$ cat src/rtl/scds_pkg.sv
// Shared types and constants for the site colour density shader.
`default_nettype none

package scds_pkg;

  localparam int unsigned SiteW   = 12;
  localparam int unsigned DensW   = 17;
  localparam int unsigned ChanW   = 8;
  localparam int unsigned CfgIdxW = 3;
  localparam int unsigned CfgDataW = 17;
  localparam int unsigned FactorW = 18;
  localparam int unsigned FracW   = 14;

  // Register reset values
  localparam logic [15:0] SaturationRst = 16'd52429;
  localparam logic [15:0] ValueRst      = 16'd60293;
  localparam logic [16:0] HueStepRst    = 17'd35202;
  localparam logic [16:0] DensFloorRst  = 17'd29491;
  localparam logic [16:0] DensGainRst   = 17'd36045;

  localparam logic [DensW-1:0] DensOne   = 17'd65536;
  localparam logic [FracW-1:0] HueSector = 14'd15360;

  // ceil(2^24 / 45): exact quotient for any 18-bit dividend
  localparam logic [18:0] Mod45Recip = 19'd372828;
  // ceil(2^24 / 15): exact quotient for any 20-bit dividend
  localparam logic [20:0] Div15Recip = 21'd1118482;

  typedef enum logic [CfgIdxW-1:0] {
    CfgSaturation = 3'd0,
    CfgValue      = 3'd1,
    CfgHueStep    = 3'd2,
    CfgDensFloor  = 3'd3,
    CfgDensGain   = 3'd4
  } cfg_idx_e;

  typedef enum logic [2:0] {
    SecRedYellow   = 3'd0,
    SecYellowGreen = 3'd1,
    SecGreenCyan   = 3'd2,
    SecCyanBlue    = 3'd3,
    SecBlueMagenta = 3'd4,
    SecMagentaRed  = 3'd5
  } sector_e;

  typedef struct packed {
    logic [15:0] saturation;
    logic [15:0] value;
    logic [16:0] hue_step;
    logic [16:0] dens_floor;
    logic [16:0] dens_gain;
  } cfg_t;

  typedef struct packed {
    sector_e            sector;
    logic [FracW-1:0]   frac;
    logic [15:0]        chroma;
    logic [15:0]        offset;
    logic [FactorW-1:0] factor;
  } hue_t;

  typedef struct packed {
    logic [ChanW-1:0]   red;
    logic [ChanW-1:0]   green;
    logic [ChanW-1:0]   blue;
    logic [FactorW-1:0] factor;
  } base_t;

endpackage

`default_nettype wire

$ cat src/rtl/site_colour_density_shader_core.sv
// Top level of the site colour density shader.
`default_nettype none

// Shades one pixel per clock, taking a new request every cycle, when the output
// is not stalled: the site index sets a hue of index times hue_step mod 360
// degrees, which is turned into RGB with the configured saturation and value
// and then scaled by density_floor + density_gain * density (density saturates
// at 1.0). The datapath is seven register stages with a valid bit each; each
// stage is at most one multiplier deep, so the stage count sets the latency.
// A stall on the output holds the full pipeline, while empty stages keep
// filling. Configuration is written through a plain write port; the user must
// write it only while the pipe is empty, as the block does not enforce this.
module site_colour_density_shader_core import scds_pkg::*; (
  input  logic                clk_i,
  input  logic                rst_ni,
  input  logic                cfg_we_i,
  input  logic [CfgIdxW-1:0]  cfg_index_i,
  input  logic [CfgDataW-1:0] cfg_data_i,
  input  logic                in_valid_i,
  output logic                in_stall_o,
  input  logic [SiteW-1:0]    site_index_i,
  input  logic [DensW-1:0]    density_i,
  output logic                out_valid_o,
  input  logic                out_stall_i,
  output logic [ChanW-1:0]    red_o,
  output logic [ChanW-1:0]    green_o,
  output logic [ChanW-1:0]    blue_o
);

  cfg_t  cfg;
  hue_t  hue;
  base_t base;
  logic  hue_ready, hue_valid;
  logic  chroma_ready, chroma_valid;
  logic  scale_ready;

  scds_cfg u_cfg (
    .clk_i       (clk_i),
    .rst_ni      (rst_ni),
    .cfg_we_i    (cfg_we_i),
    .cfg_index_i (cfg_index_i),
    .cfg_data_i  (cfg_data_i),
    .cfg_o       (cfg)
  );

  scds_hue u_hue (
    .clk_i        (clk_i),
    .rst_ni       (rst_ni),
    .cfg_i        (cfg),
    .in_valid_i   (in_valid_i),
    .in_ready_o   (hue_ready),
    .site_index_i (site_index_i),
    .density_i    (density_i),
    .out_valid_o  (hue_valid),
    .out_ready_i  (chroma_ready),
    .out_o        (hue)
  );

  scds_chroma u_chroma (
    .clk_i       (clk_i),
    .rst_ni      (rst_ni),
    .in_valid_i  (hue_valid),
    .in_ready_o  (chroma_ready),
    .in_i        (hue),
    .out_valid_o (chroma_valid),
    .out_ready_i (scale_ready),
    .out_o       (base)
  );

  scds_scale u_scale (
    .clk_i       (clk_i),
    .rst_ni      (rst_ni),
    .in_valid_i  (chroma_valid),
    .in_ready_o  (scale_ready),
    .in_i        (base),
    .out_valid_o (out_valid_o),
    .out_ready_i (!out_stall_i),
    .red_o       (red_o),
    .green_o     (green_o),
    .blue_o      (blue_o)
  );

  assign in_stall_o = !hue_ready;

`ifndef SYNTHESIS
  a_stall_only_when_full: assert property (@(posedge clk_i) disable iff (!rst_ni)
    in_stall_o |-> (out_valid_o && out_stall_i && hue_valid && chroma_valid))
    else $error("input stalled while the pipeline can still advance");
`endif

endmodule

`default_nettype wire

$ cat src/rtl/scds_cfg.sv
// Configuration register file for the shader.
`default_nettype none

module scds_cfg import scds_pkg::*; (
  input  logic                clk_i,
  input  logic                rst_ni,
  input  logic                cfg_we_i,
  input  logic [CfgIdxW-1:0]  cfg_index_i,
  input  logic [CfgDataW-1:0] cfg_data_i,
  output cfg_t                cfg_o
);

  cfg_t cfg_q;

  always_ff @(posedge clk_i or negedge rst_ni) begin
    if (!rst_ni) begin
      cfg_q.saturation <= SaturationRst;
      cfg_q.value      <= ValueRst;
      cfg_q.hue_step   <= HueStepRst;
      cfg_q.dens_floor <= DensFloorRst;
      cfg_q.dens_gain  <= DensGainRst;
    end else if (cfg_we_i) begin
      case (cfg_index_i)
        CfgSaturation: cfg_q.saturation <= cfg_data_i[15:0];
        CfgValue:      cfg_q.value      <= cfg_data_i[15:0];
        CfgHueStep:    cfg_q.hue_step   <= cfg_data_i;
        CfgDensFloor:  cfg_q.dens_floor <= cfg_data_i;
        CfgDensGain:   cfg_q.dens_gain  <= cfg_data_i;
        default: ;
      endcase
    end
  end

  assign cfg_o = cfg_q;

endmodule

`default_nettype wire

$ cat src/rtl/scds_hue.sv
// Hue stages: site times step mod 360 degrees, sector split, chroma and brightness factor.
`default_nettype none

module scds_hue import scds_pkg::*; (
  input  logic             clk_i,
  input  logic             rst_ni,
  input  cfg_t             cfg_i,
  input  logic             in_valid_i,
  output logic             in_ready_o,
  input  logic [SiteW-1:0] site_index_i,
  input  logic [DensW-1:0] density_i,
  output logic             out_valid_o,
  input  logic             out_ready_i,
  output hue_t             out_o
);

  logic [2:0] valid_q;
  logic [2:0] en;

  assign en[2] = !valid_q[2] || out_ready_i;
  assign en[1] = !valid_q[1] || en[2];
  assign en[0] = !valid_q[0] || en[1];
  assign in_ready_o = en[0];

  always_ff @(posedge clk_i or negedge rst_ni) begin
    if (!rst_ni) begin
      valid_q <= '0;
    end else begin
      if (en[0]) valid_q[0] <= in_valid_i;
      if (en[1]) valid_q[1] <= valid_q[0];
      if (en[2]) valid_q[2] <= valid_q[1];
    end
  end

  // Stage 1: raw hue product, density gain product, V*S
  logic [DensW-1:0] dens_sat;
  logic [28:0]      hprod_d, hprod_q;
  logic [33:0]      gprod_d, gprod_q;
  logic [31:0]      vs_d, vs_q;
  logic [15:0]      val_q;

  assign dens_sat = (density_i > DensOne) ? DensOne : density_i;
  assign hprod_d  = {17'b0, site_index_i} * {12'b0, cfg_i.hue_step};
  assign gprod_d  = {17'b0, dens_sat} * {17'b0, cfg_i.dens_gain};
  assign vs_d     = {16'b0, cfg_i.value} * {16'b0, cfg_i.saturation};

  always_ff @(posedge clk_i) begin
    if (en[0]) begin
      hprod_q <= hprod_d;
      gprod_q <= gprod_d;
      vs_q    <= vs_d;
      val_q   <= cfg_i.value;
    end
  end

  // Stage 2: 92160 = 2048 * 45, so take the upper bits mod 45 by reciprocal
  logic [17:0]        hi_d, hi_q;
  logic [10:0]        low_q;
  logic [36:0]        qprod_d, qprod_q;
  logic [FactorW-1:0] factor_d, factor_q;
  logic [15:0]        chroma_q, offset_q;

  assign hi_d     = hprod_q[28:11];
  assign qprod_d  = {19'b0, hi_d} * {18'b0, Mod45Recip};
  assign factor_d = {1'b0, cfg_i.dens_floor} + {1'b0, gprod_q[32:16]};

  always_ff @(posedge clk_i) begin
    if (en[1]) begin
      hi_q     <= hi_d;
      low_q    <= hprod_q[10:0];
      qprod_q  <= qprod_d;
      factor_q <= factor_d;
      chroma_q <= vs_q[31:16];
      offset_q <= val_q - vs_q[31:16];
    end
  end

  // Stage 3: remainder, then sector and fraction within the sector
  logic [12:0]      quot;
  logic [17:0]      rem_full;
  logic [6:0]       tens;
  sector_e          sector;
  logic [6:0]       sec_base;
  logic [6:0]       sec_rem;
  logic [FracW-1:0] frac;
  hue_t             out_d, out_q;

  assign quot     = qprod_q[36:24];
  assign rem_full = hi_q - ({5'b0, quot} * 18'd45);
  // hue >> 10, in units of 1024 Q9.8 steps; one sector is 15 of them
  assign tens     = {rem_full[5:0], low_q[10]};

  always_comb begin
    if (tens >= 7'd75) begin
      sector = SecMagentaRed;  sec_base = 7'd75;
    end else if (tens >= 7'd60) begin
      sector = SecBlueMagenta; sec_base = 7'd60;
    end else if (tens >= 7'd45) begin
      sector = SecCyanBlue;    sec_base = 7'd45;
    end else if (tens >= 7'd30) begin
      sector = SecGreenCyan;   sec_base = 7'd30;
    end else if (tens >= 7'd15) begin
      sector = SecYellowGreen; sec_base = 7'd15;
    end else begin
      sector = SecRedYellow;   sec_base = 7'd0;
    end
  end

  assign sec_rem = tens - sec_base;
  assign frac    = {sec_rem[3:0], low_q[9:0]};

  always_comb begin
    out_d.sector = sector;
    out_d.frac   = sector[0] ? (HueSector - frac) : frac;
    out_d.chroma = chroma_q;
    out_d.offset = offset_q;
    out_d.factor = factor_q;
  end

  always_ff @(posedge clk_i) begin
    if (en[2]) out_q <= out_d;
  end

  assign out_valid_o = valid_q[2];
  assign out_o       = out_q;

`ifndef SYNTHESIS
  a_frac_in_sector: assert property (@(posedge clk_i) disable iff (!rst_ni)
    valid_q[2] |-> (out_q.frac <= HueSector))
    else $error("sector fraction exceeds one sector");
`endif

endmodule

`default_nettype wire

$ cat src/rtl/scds_chroma.sv
// Chroma stages: secondary component X and the three 8-bit base channels.
`default_nettype none

module scds_chroma import scds_pkg::*; (
  input  logic  clk_i,
  input  logic  rst_ni,
  input  logic  in_valid_i,
  output logic  in_ready_o,
  input  hue_t  in_i,
  output logic  out_valid_o,
  input  logic  out_ready_i,
  output base_t out_o
);

  function automatic logic [ChanW-1:0] to_chan(logic [15:0] comp, logic [15:0] off);
    logic [16:0] sum;
    logic [24:0] prod;
    sum  = {1'b0, comp} + {1'b0, off};
    prod = {sum, 8'b0} - {8'b0, sum};
    return prod[23:16];
  endfunction

  logic [2:0] valid_q;
  logic [2:0] en;

  assign en[2] = !valid_q[2] || out_ready_i;
  assign en[1] = !valid_q[1] || en[2];
  assign en[0] = !valid_q[0] || en[1];
  assign in_ready_o = en[0];

  always_ff @(posedge clk_i or negedge rst_ni) begin
    if (!rst_ni) begin
      valid_q <= '0;
    end else begin
      if (en[0]) valid_q[0] <= in_valid_i;
      if (en[1]) valid_q[1] <= valid_q[0];
      if (en[2]) valid_q[2] <= valid_q[1];
    end
  end

  // Stage 1: C times fraction
  hue_t        h1_q, h2_q;
  logic [29:0] xprod_d, xprod_q;

  assign xprod_d = {14'b0, in_i.chroma} * {16'b0, in_i.frac};

  always_ff @(posedge clk_i) begin
    if (en[0]) begin
      h1_q    <= in_i;
      xprod_q <= xprod_d;
    end
  end

  // Stage 2: divide by 15360 = 1024 * 15 through the reciprocal of 15
  logic [19:0] xdiv;
  logic [40:0] xq_d, xq_q;

  assign xdiv = xprod_q[29:10];
  assign xq_d = {21'b0, xdiv} * {20'b0, Div15Recip};

  always_ff @(posedge clk_i) begin
    if (en[1]) begin
      h2_q <= h1_q;
      xq_q <= xq_d;
    end
  end

  // Stage 3: route C and X by sector, add m, scale to 8 bits
  logic [15:0] xval;
  logic [15:0] rr, gg, bb;
  base_t       out_d, out_q;

  assign xval = xq_q[39:24];

  always_comb begin
    case (h2_q.sector)
      SecRedYellow: begin
        rr = h2_q.chroma; gg = xval;        bb = '0;
      end
      SecYellowGreen: begin
        rr = xval;        gg = h2_q.chroma; bb = '0;
      end
      SecGreenCyan: begin
        rr = '0;          gg = h2_q.chroma; bb = xval;
      end
      SecCyanBlue: begin
        rr = '0;          gg = xval;        bb = h2_q.chroma;
      end
      SecBlueMagenta: begin
        rr = xval;        gg = '0;          bb = h2_q.chroma;
      end
      default: begin
        rr = h2_q.chroma; gg = '0;          bb = xval;
      end
    endcase
  end

  always_comb begin
    out_d.red    = to_chan(rr, h2_q.offset);
    out_d.green  = to_chan(gg, h2_q.offset);
    out_d.blue   = to_chan(bb, h2_q.offset);
    out_d.factor = h2_q.factor;
  end

  always_ff @(posedge clk_i) begin
    if (en[2]) out_q <= out_d;
  end

  assign out_valid_o = valid_q[2];
  assign out_o       = out_q;

`ifndef SYNTHESIS
  a_x_below_chroma: assert property (@(posedge clk_i) disable iff (!rst_ni)
    valid_q[1] |-> (!xq_q[40] && (xq_q[39:24] <= h2_q.chroma)))
    else $error("secondary component exceeds chroma");
`endif

endmodule

`default_nettype wire

$ cat src/rtl/scds_scale.sv
// Output stage: density brightness scaling with saturation to 255.
`default_nettype none

module scds_scale import scds_pkg::*; (
  input  logic             clk_i,
  input  logic             rst_ni,
  input  logic             in_valid_i,
  output logic             in_ready_o,
  input  base_t            in_i,
  output logic             out_valid_o,
  input  logic             out_ready_i,
  output logic [ChanW-1:0] red_o,
  output logic [ChanW-1:0] green_o,
  output logic [ChanW-1:0] blue_o
);

  function automatic logic [ChanW-1:0] scale_chan(logic [ChanW-1:0] base,
                                                  logic [FactorW-1:0] factor);
    logic [25:0] prod;
    prod = {18'b0, base} * {8'b0, factor};
    return (prod[25:24] != 2'b00) ? 8'hFF : prod[23:16];
  endfunction

  logic             valid_q;
  logic             en;
  logic [ChanW-1:0] red_q, green_q, blue_q;

  assign en         = !valid_q || out_ready_i;
  assign in_ready_o = en;

  always_ff @(posedge clk_i or negedge rst_ni) begin
    if (!rst_ni) begin
      valid_q <= 1'b0;
    end else if (en) begin
      valid_q <= in_valid_i;
    end
  end

  always_ff @(posedge clk_i) begin
    if (en) begin
      red_q   <= scale_chan(in_i.red, in_i.factor);
      green_q <= scale_chan(in_i.green, in_i.factor);
      blue_q  <= scale_chan(in_i.blue, in_i.factor);
    end
  end

  assign out_valid_o = valid_q;
  assign red_o       = red_q;
  assign green_o     = green_q;
  assign blue_o      = blue_q;

endmodule

`default_nettype wire
$ cat config.mk
export PLATFORM = sky130hd
export DESIGN_NAME = site_colour_density_shader_core
export DESIGN_NICKNAME = d
export VERILOG_FILES = /design/src/rtl/scds_pkg.sv /design/src/rtl/site_colour_density_shader_core.sv /design/src/rtl/scds_cfg.sv /design/src/rtl/scds_hue.sv /design/src/rtl/scds_chroma.sv /design/src/rtl/scds_scale.sv
export SDC_FILE = /design/constraint.sdc
export NUM_CORES = 2
export LEC_CHECK = 0
export BUFFER_PORTS_ARGS = -buffer_cell sky130_fd_sc_hd__buf_2
export CELL_PAD_IN_SITES_DETAIL_PLACEMENT = 1
export CELL_PAD_IN_SITES_GLOBAL_PLACEMENT = 1
export CORE_MARGIN = 2
export CORE_UTILIZATION = 53
export DETAILED_ROUTE_END_ITERATION = 6
export GPL_TIMING_DRIVEN = 0
export MAX_ROUTING_LAYER = met4
export PLACE_DENSITY_LB_ADDON = 0.1
export SLEW_MARGIN = 30
export SYNTH_ARGS = -nofsm -noshare
export SYNTH_HDL_FRONTEND = slang
export SYNTH_SLANG_ARGS = --single-unit
$ cat constraint.sdc
create_clock -name clk_i -period 8.1 [get_ports clk_i]
set_clock_uncertainty 0.15 [all_clocks]
set_input_delay 0 -clock clk_i [delete_from_list [all_inputs] [get_ports clk_i]]
set_output_delay 0 -clock clk_i [all_outputs]
set_load 0.02 [all_outputs]
==> results.json <==
{
  "start_util_pct": 53.4,
  "highest_layer": "met4",
  "die_area_mm2": 0.138,
  "fillers": 14700,
  "wl_met3_mm": 9.56,
  "drtIter0Drc": 2834,
  "cts-root-buf": "clkbuf_16",
  "synth.distinct_cells": 86,
  "dp_hpwl_mm": 160,
  "antenna_found_initial": 7,
  "dp_worst_setup_slack_ps": -1200,
  "wl_met2_mm": 93.0,
  "port_buffers": 70,
  "drc_errors": 0,
  "setup_ws_ps": 310,
  "yosysMostFrequentCell": "inv_1",
  "first_pass_iters": 5,
  "final_area_mm2": 0.0767,
  "synth_common_cells": "inv_1 (1385), fa_1 (1141), nand2_1 (997)",
  "worstSetupStartpoint": "density_i[11]",
  "worst_setup_path_start_kind": "input port",
  "syn-cell-area_mm2": 0.0714,
  "grt_pass1_wl_mm": 313,
  "gp_congestion": 0.906,
  "rsz0062_at_grt": "false",
  "fin_crit_sh_pct": 96.2,
  "synth_ff_type": "edfxtp_1",
  "max_slew.worst_pin.slew_ps": 973,
  "setup_viol": 0,
  "yosys_warnings": 0,
  "core_mm2": 0.134,
  "wl_met1_mm": 84.9,
  "ys_ff_latch": 516,
  "wirelength_mm": 194,
  "grt_max_degree": 55,
  "slew_headroom_pct": 34.8,
  "vias": 49900,
  "criticalPathCategory": "input port to flop",
  "synth_edf_count": 426,
  "cts_buffer_depth": 3,
  "fin_util_pct": 57.4,
  "critPathMostFrequentCell": "fa_1",
  "syn_nets": 9085,
  "layout.nets": 9252,
  "ys_async_sr_fraction_pct": 17.4,
  "multi_input_area_mm2": 0.0503,
  "worst_hold_path_type": "input port to flop",
  "clk_pin_slew_ps": 60,
  "die_x_um": 371,
  "avgSynthCellArea_um2": 10.1,
  "viasPerCell": 5.53,
  "yosys.area.top_type": "fa_1",
  "cp_max_fo": 10,
  "cts_sinks": 516,
  "overflow": 0,
  "regToRegSetupSlack_ps": 370,
  "drtAntennaViolNets": 0,
  "slew_viol_final": 0,
  "post_drt_wl_per_cell_um": 21.4,
  "max_stage_delay_ps": 550,
  "rr_startpoint": "u_cfg.cfg_o[8]",
  "ctsHtreeMaxLevel": 2,
  "die_y_um": 371,
  "grt.total_usage_pct": 30.2,
  "max_freq_mhz": 128,
  "ff_latch_area_mm2": 0.0151,
  "clock_latency_ps": 680,
  "hold_viol_final": 0,
  "layout-drive-gt1-share_pct": 5.39,
  "yosysTopAreaCellShare_pct": 32.0,
  "grt_pass1_vias": 56700,
  "cp-end-kind": "flop",
  "slowest_stage": "fa_1",
  "status": "completed",
  "final.min_clock_period_ps": 7790,
  "syn_to_final_growth_pct": 7.47,
  "synth_area_leaders": "fa_1 (32%), edfxtp_1 (18%), ha_1 (15%)",
  "placementRows": 134,
  "cts_inserted_buffers": 59,
  "ios": 80,
  "hp-start": "density_i[16]",
  "seq_area_frac_synth_pct": 21.1,
  "cts_tree": "done",
  "drv_cap": 0,
  "worstPathArrival_ps": 8050,
  "placed_cell_area_mm2": 0.0742,
  "synth_cells": 7037,
  "worstPathRequired_ps": 8360
}
critical path: cells and delay by family:
kind	cells	cell delay, ps
compound gates	9	2850
buf+inv	5	670
fa+ha+maj	7	3400
xor+xnor	1	80
simple gates	3	1010
cells in the final DEF (no fill, tap or decap), types with 42 or more instances in the layout:
cell type,count
inv_1,1383
fa_1,1141
nand2_1,994
ha_1,853
and2_1,557
edfxtp_1,426
clkbuf_1,223
xnor2_1,162
a21oi_1,152
nor2_1,139
mux2_2,89
o21ai_0,81
a21o_1,81
xor2_1,79
buf_2,70
clkbuf_16,62
dfrtp_1,50
nor3_1,46
nand2b_1,42
kinds of logic (layout without fill, tap and decap cells):
kind of cell / count (synthesis) / in the layout / share of synthesized area [%]
mux: 101 / 101 / 1.57
flops: 516 / 516 / 21.1
other cells: 0 / 5 / 0
xor+xnor: 241 / 241 / 2.96
fa+ha+maj: 1995 / 1995 / 47.0
compound gates: 572 / 572 / 5.49
simple gates: 1976 / 1976 / 13.3
buf+inv: 1636 / 1852 / 8.60
what timing repair did:
item                                    4_1_cts  5_1_grt
endpoints found under the setup margin       13       13
resized for setup                            18       31
pin swaps                                     0        0
hold buffers                                 31        0
setup buffers                                 3        0
endpoints found under the hold margin       177        0
layout make-up:
type	count	area share, %
tap	1768	2.88
clock inverter	36	0.532
clock buffer	74	2.15
multi-input combinational	4885	65.6
sequential	516	19.7
antenna	5	0.0163
inverter	1386	6.78
timing repair buffer	119	1.20
buffer	237	1.18
worst paths after layout:
check | endpoint | depth (start not counted)
max | u_hue.gprod_q[29] | 25
min | u_hue.gprod_q[32] | 5
max reg2reg | u_hue.gprod_q[29] | 23
min reg2reg | u_chroma.h2_q[6] | 0
max in group asynchronous | u_cfg.cfg_o[17] | 5
min in group asynchronous | u_cfg.cfg_o[44] | 4
routing by layer:
layer / up-vias / global-route usage (%)
met3: 300 / 2.95
met4: 0 / 8.94
met5: - / -
met2: 1224 / 49.7
li1: 22400 / -
met1: 25900 / 39.8
registers in the layout (all words and copies together), names as in the netlist, 16 cells and up:
name	count
u_hue.hprod_q	29
u_hue.offset_q	16
u_hue.out_o	67
u_chroma.xprod_q	20
u_hue.chroma_q	16
u_chroma.h2_q	53
u_chroma.out_o	42
u_hue.factor_q	18
u_chroma.xq_q	16
u_cfg.cfg_o	83
u_chroma.h1_q	53
u_hue.vs_q	16
u_hue.gprod_q	17
u_hue.val_q	16
per-stage QoR:
step	hold slack [ps]	cells	setup TNS, ps
after floorplan	-446	7037	0
after global placement	140	8875	-7140
after detailed placement	-221	8890	-9500
after CTS	27.2	9032	0
after global routing	59.8	9025	0
final	43.4	9026	0
Power is not shown: default switching activity piles up to over one toggle a cycle in this logic, so the estimate is an artifact.
